==> config.mk <==
export PLATFORM = sky130hd
export DESIGN_NAME = ccomp_ctrl
export DESIGN_NICKNAME = d
export VERILOG_FILES = /design/src/ccomp_pkg.sv /design/src/ccomp_ctrl.sv
export SDC_FILE = /design/constraint.sdc
export NUM_CORES = 1
export LEC_CHECK = 0
export BUFFER_PORTS_ARGS = -buffer_cell sky130_fd_sc_hd__buf_2
export CAP_MARGIN = 20
export CORE_UTILIZATION = 40
export DETAILED_ROUTE_END_ITERATION = 6
export PLACE_DENSITY = 0.63
export SLEW_MARGIN = 20
export SYNTH_ARGS = -nofsm -noshare
export SYNTH_HDL_FRONTEND = slang
export SYNTH_SLANG_ARGS = --single-unit
==> constraint.sdc <==
create_clock -name clock -period 3.6 [get_ports clock]
set_clock_uncertainty 0.05 [all_clocks]
set_input_delay 0.54 -clock clock [delete_from_list [all_inputs] [get_ports clock]]
set_output_delay 0.54 -clock clock [all_outputs]
set_load 0.005 [all_outputs]
==> src/ccomp_pkg.sv <==
`timescale 1ns / 1ps
// ----------------------------------------------------------------------------
// ccomp_pkg: shared types and helpers for the climate sensor compensation
// Step codes, controller/datapath command structs, arithmetic helpers.
// ----------------------------------------------------------------------------
package ccomp_pkg;

   localparam logic [1:0] CMD_TEMP  = 2'd0;
   localparam logic [1:0] CMD_PRESS = 2'd1;
   localparam logic [1:0] CMD_HUM   = 2'd2;
   localparam logic [1:0] CMD_NONE  = 2'd3;

   localparam logic [2:0] CSR_CAL_TEMP       = 3'd0;
   localparam logic [2:0] CSR_CAL_PRESS_LOW  = 3'd1;
   localparam logic [2:0] CSR_CAL_PRESS_HIGH = 3'd2;
   localparam logic [2:0] CSR_CAL_PRESS_LAST = 3'd3;
   localparam logic [2:0] CSR_CAL_HUM_A      = 3'd4;
   localparam logic [2:0] CSR_CAL_HUM_B      = 3'd5;

   localparam int CSR_DATA_W = 64;
   localparam int DIV_STEPS  = 32;

   typedef enum logic [4:0] {
      S_T0, S_T1, S_T2, S_T3, S_T4,
      S_P0, S_P1, S_P2, S_P3, S_P4, S_P5, S_P6, S_P7, S_P8, S_P9, S_P10,
      S_P11, S_P12, S_P13, S_P14, S_P15,
      S_H0, S_H1, S_H2, S_H3, S_H4, S_H5, S_H6, S_H7, S_H8, S_H9, S_H10
   } step_type;

   typedef struct packed {
      logic     load;
      logic     exec;
      step_type step;
      logic     div_start;
   } ctrl_cmd_type;

   typedef struct packed {
      logic div_done;
      logic div_zero;
   } ctrl_sts_type;

   function automatic logic [31:0] asr32(input logic [31:0] v, input int unsigned s);
      asr32 = $unsigned($signed(v) >>> s);
   endfunction

   function automatic logic [31:0] mul32(input logic [31:0] a, input logic [31:0] b);
      logic [63:0] p;
      p = a * b;
      mul32 = p[31:0];
   endfunction

   function automatic logic [31:0] sx16(input logic [15:0] v);
      sx16 = {{16{v[15]}}, v};
   endfunction

endpackage

==> src/ccomp_ctrl.sv <==
`timescale 1ns / 1ps
// ----------------------------------------------------------------------------
// ccomp_ctrl: compensation sequencer
// Walks the datapath through the steps of one reading kind.
// ----------------------------------------------------------------------------
module ccomp_ctrl import ccomp_pkg::*; (
   input  logic         clock,
   input  logic         reset,
   input  logic         in_valid,
   output logic         in_ready,
   input  logic [1:0]   in_cmd,
   output logic         out_valid,
   input  logic         out_ready,
   output ctrl_cmd_type cmd,
   input  ctrl_sts_type sts
);
   typedef enum logic [1:0] {ST_IDLE, ST_RUN, ST_DIV, ST_OUT} state_type;

   state_type state_ff;
   step_type  step_ff;
   logic      accept;
   logic      last_step;
   logic      zero_exit;

   assign accept    = in_valid && (state_ff == ST_IDLE);
   assign last_step = (step_ff == S_T4) || (step_ff == S_P15) || (step_ff == S_H10);
   assign zero_exit = (step_ff == S_P10) && sts.div_zero;

   always_ff @(posedge clock) begin
      if (reset) begin
         state_ff <= ST_IDLE;
         step_ff  <= S_T0;
      end else begin
         unique case (state_ff)
            ST_IDLE: begin
               if (in_valid) begin
                  unique case (in_cmd)
                     CMD_TEMP:  begin step_ff <= S_T0; state_ff <= ST_RUN; end
                     CMD_PRESS: begin step_ff <= S_P0; state_ff <= ST_RUN; end
                     CMD_HUM:   begin step_ff <= S_H0; state_ff <= ST_RUN; end
                     default:   state_ff <= ST_IDLE;
                  endcase
               end
            end
            ST_RUN: begin
               if (last_step || zero_exit) begin
                  state_ff <= ST_OUT;
               end else if (step_ff == S_P10) begin
                  state_ff <= ST_DIV;
               end else begin
                  step_ff <= step_type'(step_ff + 5'd1);
               end
            end
            ST_DIV: begin
               if (sts.div_done) begin
                  step_ff  <= S_P11;
                  state_ff <= ST_RUN;
               end
            end
            ST_OUT: begin
               if (out_ready) state_ff <= ST_IDLE;
            end
            default: state_ff <= ST_IDLE;
         endcase
      end
   end

   assign in_ready      = (state_ff == ST_IDLE);
   assign out_valid     = (state_ff == ST_OUT);
   assign cmd.load      = accept;
   assign cmd.exec      = (state_ff == ST_RUN);
   assign cmd.step      = step_ff;
   assign cmd.div_start = (state_ff == ST_RUN) && (step_ff == S_P10) && !sts.div_zero;
endmodule

==> metrics.yaml, run 1 <==
port_buffers: 17
hold_depth: 2
clock.fmax_mhz: 427
total_power_uw: 352
critPathRequiredTime_ps: 3720
status: "finished, final reports clean"
hold_path.class: "reg -> reg"
worst_pin_slew_ps: 354
drt_iter0_markers: 7
cp_max_fo: 11
fin_setup_tns_ps: 0
syn-cell-area_um2: 669
grt_remaining_overflow: 0
fillers: 154
die_x_um: 42.9
drv_slew: 0
wl_per_cell_um: 12.0
avgSynthCellArea_um2: 8.37
syn-num-nets: 100
coreArea_um2: 1540
dr.pass1.iters: 4
cts.repair.resized: 0
rsz0062_at_grt: "no"
clk_latency_ps: 260
yosysSeqAreaShare_pct: 20.9
dieArea_um2: 1840
ir_worst_vdd_mv: 0.234
route.detailed.drc: 0
rr_worst_depth: 6
cpMaxStageDelayCell: "or4_1"
cts_setup_buffers: 0
post-route-period-util_pct: 65.0
place_hpwl_mm: 1.06
utilization_pct: 49.0
place_area_um2: 729
io-pin-count: 18
cts.sinks: 7
ff_latch_area_um2: 140
path_class: "reg -> reg"
antenna_cells: 0
cts-root-buf: "clkbuf_4"
r2r_slack_ps: 1260
min-delay-start: "step_ff[3]$_SDFFE_PP0P_"
h-tree-depth: 1
grt_pass1_vias: 521
power.density_nw_per_um2: 465
yosysMostFrequentCell: "ha_1"
leakage_uw: 0.000375
antenna_found_initial: 0
maxCapViolCount: 0
setup_violations: 0
die_y_um: 42.9
relSlewSlack_pct: 76.4
globalplace.congestion: 0.739
via_per_inst: 5.43
cp-end-kind: "flop"
ys_types: 30
synth-main-ff-cell: "dfxtp_1"
crit_chain: "inv_1 > ha_1 > and2b_1 > a2111o_1 > or4_1 > a211oi_1"
initial_core_util_pct: 43.4
synth-edff-count: 0
synthCells: 80
startpoint: "state_ff[0]$_SDFFE_PP0P_"
netlist_top_cells_count: "12 x ha_1, 9 x inv_1, 7 x dfxtp_1"
clkTransAtPathRegs_ps: 50
max_stage_delay_ps: 550
dpl.cell_count: 108
cts_buffer_depth: 2
start_kind: "flop"
design_area_um2: 756
synth_area_leaders: "ha_1 22%, dfxtp_1 21%, inv_1 5.0%"
synth_top_area_cell: "ha_1"
period_minus_slack_ps: 2340
synth-seq-cells: 7
cp_num_buf_inv: 1
arrival_ps: 2460
rows: 14
layout-drive-gt1-share_pct: 24.0
vias: 608
multiInputGateArea_um2: 450
cts_buffers: 3
timing.rr.start: "state_ff[0]$_SDFFE_PP0P_"
postCtsHoldBufs: 0
async_flop_share_pct: 0
layout.cells.non_filler: 112
wirelength_mm: 1.34
area_delta_synth_final_pct: 12.9
grt_max_degree: 12
finalHoldViolCount: 0
cts_tree: "yes"
cp.depth: 6
layout.nets: 117
ant_nets: 0
yosysTopAreaCellShare_pct: 22.4
ys_warn_count: 0
critPathTopFamily: "simple AND/OR/NAND/NOR gates"
grt_first_pass_wirelength_mm: 2.29
track_usage_pct: 16.9
worst min-delay path, stage by stage (launching register included):
cell and delay (ps):
dfxtp_1 330, o31ai_1 70, a211oi_1 60
report_power, final:
part | switching [uW] | internal [uW]
Sequential | 15.4 | 91.6
Combinational | 95.0 | 76.5
Clock | 30.7 | 42.4
cell usage in the layout (no fill, tap or decap), drive strengths merged, types with 3 or more instances in the layout:
cell type and count:
buf 17, ha 12, inv 9, dfxtp 7, nor2 5, o21ai 5
a21oi 5, a211oi 4, clkbuf 4, a2111o 3, nor3 3
state kept, by name, summed over array words and instances, names as in the netlist:
name	flops
state_ff	2
step_ff	5
worst paths after layout:
| path | to |
|---|---|
| worst max register to register | step_ff[3]$_SDFFE_PP0P_ |
| worst max-delay path | step_ff[3]$_SDFFE_PP0P_ |
| worst min-delay path | step_ff[3]$_SDFFE_PP0P_ |
| worst min register to register | step_ff[3]$_SDFFE_PP0P_ |
cell type report:
| class | instances | area share (%) |
|---|---|---|
| multi-input cells | 59 | 59.6 |
| flip-flops and latches | 7 | 18.5 |
| repair buffers | 17 | 11.3 |
| inverters | 9 | 4.47 |
| clock buffers | 4 | 3.48 |
| well taps | 16 | 2.65 |
metal layers:
| metal | up-vias | part of all wire, % | global-route usage [%] | routed length [um] |
|---|---|---|---|---|
| li1 | 314 | - | - | - |
| met1 | 274 | 48 | 20.8 | 650 |
| met2 | 17 | 45 | 25.8 | 599 |
| met3 | 3 | 6.0 | 8.09 | 81 |
| met4 | 0 | 0.75 | 5.63 | 10 |
| met5 | - | 0 | 0 | 0 |
kinds of logic (layout without fill, tap and decap cells):
kind of cell             after synthesis  in the layout  share of synthesized area (%)
multiplexers                           1              1                           1.50
buffers and inverters                 14             30                           11.8
AO/OA/AOI/OAI                         21             21                           22.1
flip-flops                             7              7                           20.9
AND/OR/NAND/NOR                       25             25                           21.3
adder cells (fa/ha/maj)               12             12                           22.4
stage by stage:
stage	hold slack, ps	setup WS, ps
2_1_floorplan	436	1410
3_3_place_gp	455	1170
3_5_place_dp	458	1110
4_1_cts	466	1250
5_1_grt	503	1100
6_report	468	1260
(Power assumes the default switching activity.)
==> run 2, diff against run 1 <==
--- a/config.mk
+++ b/config.mk
@@ -9,7 +9,7 @@
 export CAP_MARGIN = 20
 export CORE_UTILIZATION = 40
 export DETAILED_ROUTE_END_ITERATION = 6
-export PLACE_DENSITY = 0.63
+export PLACE_DENSITY = 0.65
 export SLEW_MARGIN = 20
 export SYNTH_ARGS = -nofsm -noshare
 export SYNTH_HDL_FRONTEND = slang
==> constraint.sdc (replaced) <==
create_clock -name clock -period 2.09 [get_ports clock]
set_clock_uncertainty 0.05 [all_clocks]
set_input_delay 0.3135 -clock clock [delete_from_list [all_inputs] [get_ports clock]]
set_output_delay 0.3135 -clock clock [all_outputs]
set_load 0.005 [all_outputs]
==> run 2 against run 1 <==
  * Power increased by 88%
  * Register-to-register slack got worse by 1200 ps
  * Clock-buffer cell count stayed put
  * Utilization grew 5.1 points
  * Sequential power up 69%
  * Critical path depth stayed put
==> metrics.yaml, run 2 (synthesis results as in run 1) <==
track_usage_pct: 18.3  # +1.3 points
cts_setup_buffers: 0  # unchanged
crit_chain: "ha_2 > and3_2 > ha_4 > o31a_1 > or4_1 > a211oi_2"
dieArea_um2: 1840  # unchanged
cts_tree: "yes"
leakage_uw: 0.000408  # +8.8%
post-route-period-util_pct: 99.0  # +34 points
largest-register: "step_ff"
cts_buffer_depth: 2  # unchanged
r2r_slack_ps: 20  # -1240 ps
cp-end-kind: "flop"
grt_first_pass_wirelength_mm: 2.52  # +10%
cts.sinks: 7  # unchanged
max_stage_delay_ps: 500  # -50 ps
status: "finished, final reports clean"
cpMaxStageDelayCell: "or4_1"
globalplace.congestion: 0.741  # +0.16%
startpoint: "step_ff[0]$_SDFFE_PP0P_"
relSlewSlack_pct: 76.1  # -0.33 points
period_minus_slack_ps: 2070  # -272 ps
via_per_inst: 5.43  # unchanged
finalHoldViolCount: 0  # unchanged
io-pin-count: 18  # unchanged
cts-root-buf: "clkbuf_4"
holdPathEnd: "step_ff[1]$_SDFFE_PP0P_"
die_x_um: 42.9  # unchanged
drt_iter0_markers: 20  # +13
route.detailed.drc: 0  # unchanged
start_kind: "flop"
wirelength_mm: 1.53  # +14%
timing.rr.start: "step_ff[0]$_SDFFE_PP0P_"
critPathRequiredTime_ps: 2210  # -1510 ps
final_common_cell: "buf_2"
path_class: "reg -> reg"
place_hpwl_mm: 1.21  # +14%
total_power_uw: 659  # +88%
reg_top3: "step_ff x5, state_ff x2"
antenna_cells: 0  # unchanged
postCtsHoldBufs: 0  # unchanged
grt_max_degree: 11  # -1
layout.nets: 124  # +6.0%
worst_pin_slew_ps: 356  # +2.24 ps
cp_max_fo: 5  # -6
initial_core_util_pct: 43.4  # unchanged
drv_slew: 0  # unchanged
r2r-end: "step_ff[3]$_SDFFE_PP0P_"
layout-drive-gt1-share_pct: 35.9  # +12 points
area_delta_synth_final_pct: 24.7
port_buffers: 17  # unchanged
coreArea_um2: 1540  # unchanged
design_area_um2: 835  # +10%
clock.fmax_mhz: 483  # +13%
rows: 14  # unchanged
antenna_found_initial: 0  # unchanged
ir_worst_vdd_mv: 0.423  # +81%
min-delay-start: "reset"
grt_remaining_overflow: 0  # unchanged
ant_nets: 0  # unchanged
grt_pass1_vias: 608  # +17%
power.density_nw_per_um2: 790  # +70%
wl_per_cell_um: 12.8  # +7.0%
hold_depth: 2  # unchanged
place_area_um2: 802  # +9.9%
arrival_ps: 2190  # -270 ps
mostFrequentLayoutCells: "17 x buf_2, 9 x inv_1, 9 x ha_1, 7 x buf_4"
rr_worst_depth: 6  # unchanged
dr.pass1.iters: 4  # unchanged
h-tree-depth: 1  # unchanged
die_y_um: 42.9  # unchanged
hold_path.class: "in -> reg"
cts.repair.resized: 0  # unchanged
cts_buffers: 3  # unchanged
largest_register_ffs: 5  # unchanged
maxCapViolCount: 0  # unchanged
setup_violations: 0  # unchanged
vias: 646  # +6.3%
clkTransAtPathRegs_ps: 50  # about the same
clk_latency_ps: 250  # about the same
[run 2: cell types whose count changed in the layout (fill, tap and decap cells not counted)]
cell and delta:
ha_1 -3, a211oi_2 +1, dfxtp_2 +3, ha_4 +1, dfxtp_1 -3, buf_4 +7
a211oi_1 -1, ha_2 +2
[run 2: where the power goes]
| part | switching, uW | leakage, uW | internal, uW |
|---|---|---|---|
| combinational | 185 | 0.000335 | 169 |
| sequential | 21.3 | 0.0000584 | 159 |
| clock | 51.4 | 0.0000150 | 72.9 |
| total | 258 | 0.000408 | 402 |
[run 2: per-stage QoR]
stage,util [%],hold slack (ps),setup TNS [ps],cells,setup slack (ps)
4_1_cts,53.7,280,0,119,52.5
5_1_grt,54.1,309,-27.3,119,-27.3
3_5_place_dp,52.0,465,0,115,26.5
6_report,54.1,297,0,119,20.3
2_1_floorplan,-,435,0,80,3.68
3_3_place_gp,52.0,457,0,115,57.2
[run 2: final cells by class]
type / instances / area (um^2)
clock buffers: 4 / 26.3
fillers: 161 / 707
inverters: 9 / 33.8
multi-input cells: 59 / 473
flip-flops and latches: 7 / 144
well taps: 16 / 20.0
repair buffers: 24 / 138
[run 2: worst max-delay path: cells and delay by family, from the launching register on]
kind,cells,cell delay [ps]
AND/OR/NAND/NOR,2,740
AO/OA/AOI/OAI,2,500
adder cells (fa/ha/maj),2,360
flip-flops,1,330
[run 2: how the worst max path moves through the flow]
stage | to | slack (ps) | cells after the start
2_1_floorplan | step_ff[3]$_SDFFE_PP0P_ | 4 | 7
3_3_place_gp | step_ff[3]$_SDFFE_PP0P_ | 60 | 7
3_5_place_dp | step_ff[3]$_SDFFE_PP0P_ | 30 | 7
4_1_cts | step_ff[3]$_SDFFE_PP0P_ | 50 | 6
5_1_grt | step_ff[3]$_SDFFE_PP0P_ | -30 | 6
6_report | step_ff[3]$_SDFFE_PP0P_ | 20 | 6
[run 2: layer usage]
metal | up-vias | routed length (um) | part of all wire [%] | track usage [%]
met1 | 298 | 697 | 46 | 21.6
li1 | 331 | - | - | -
met4 | 0 | 6 | 0.39 | 3.75
met5 | - | 0 | 0 | 0
met3 | 2 | 69 | 4.5 | 6.38
met2 | 15 | 753 | 49 | 31.5
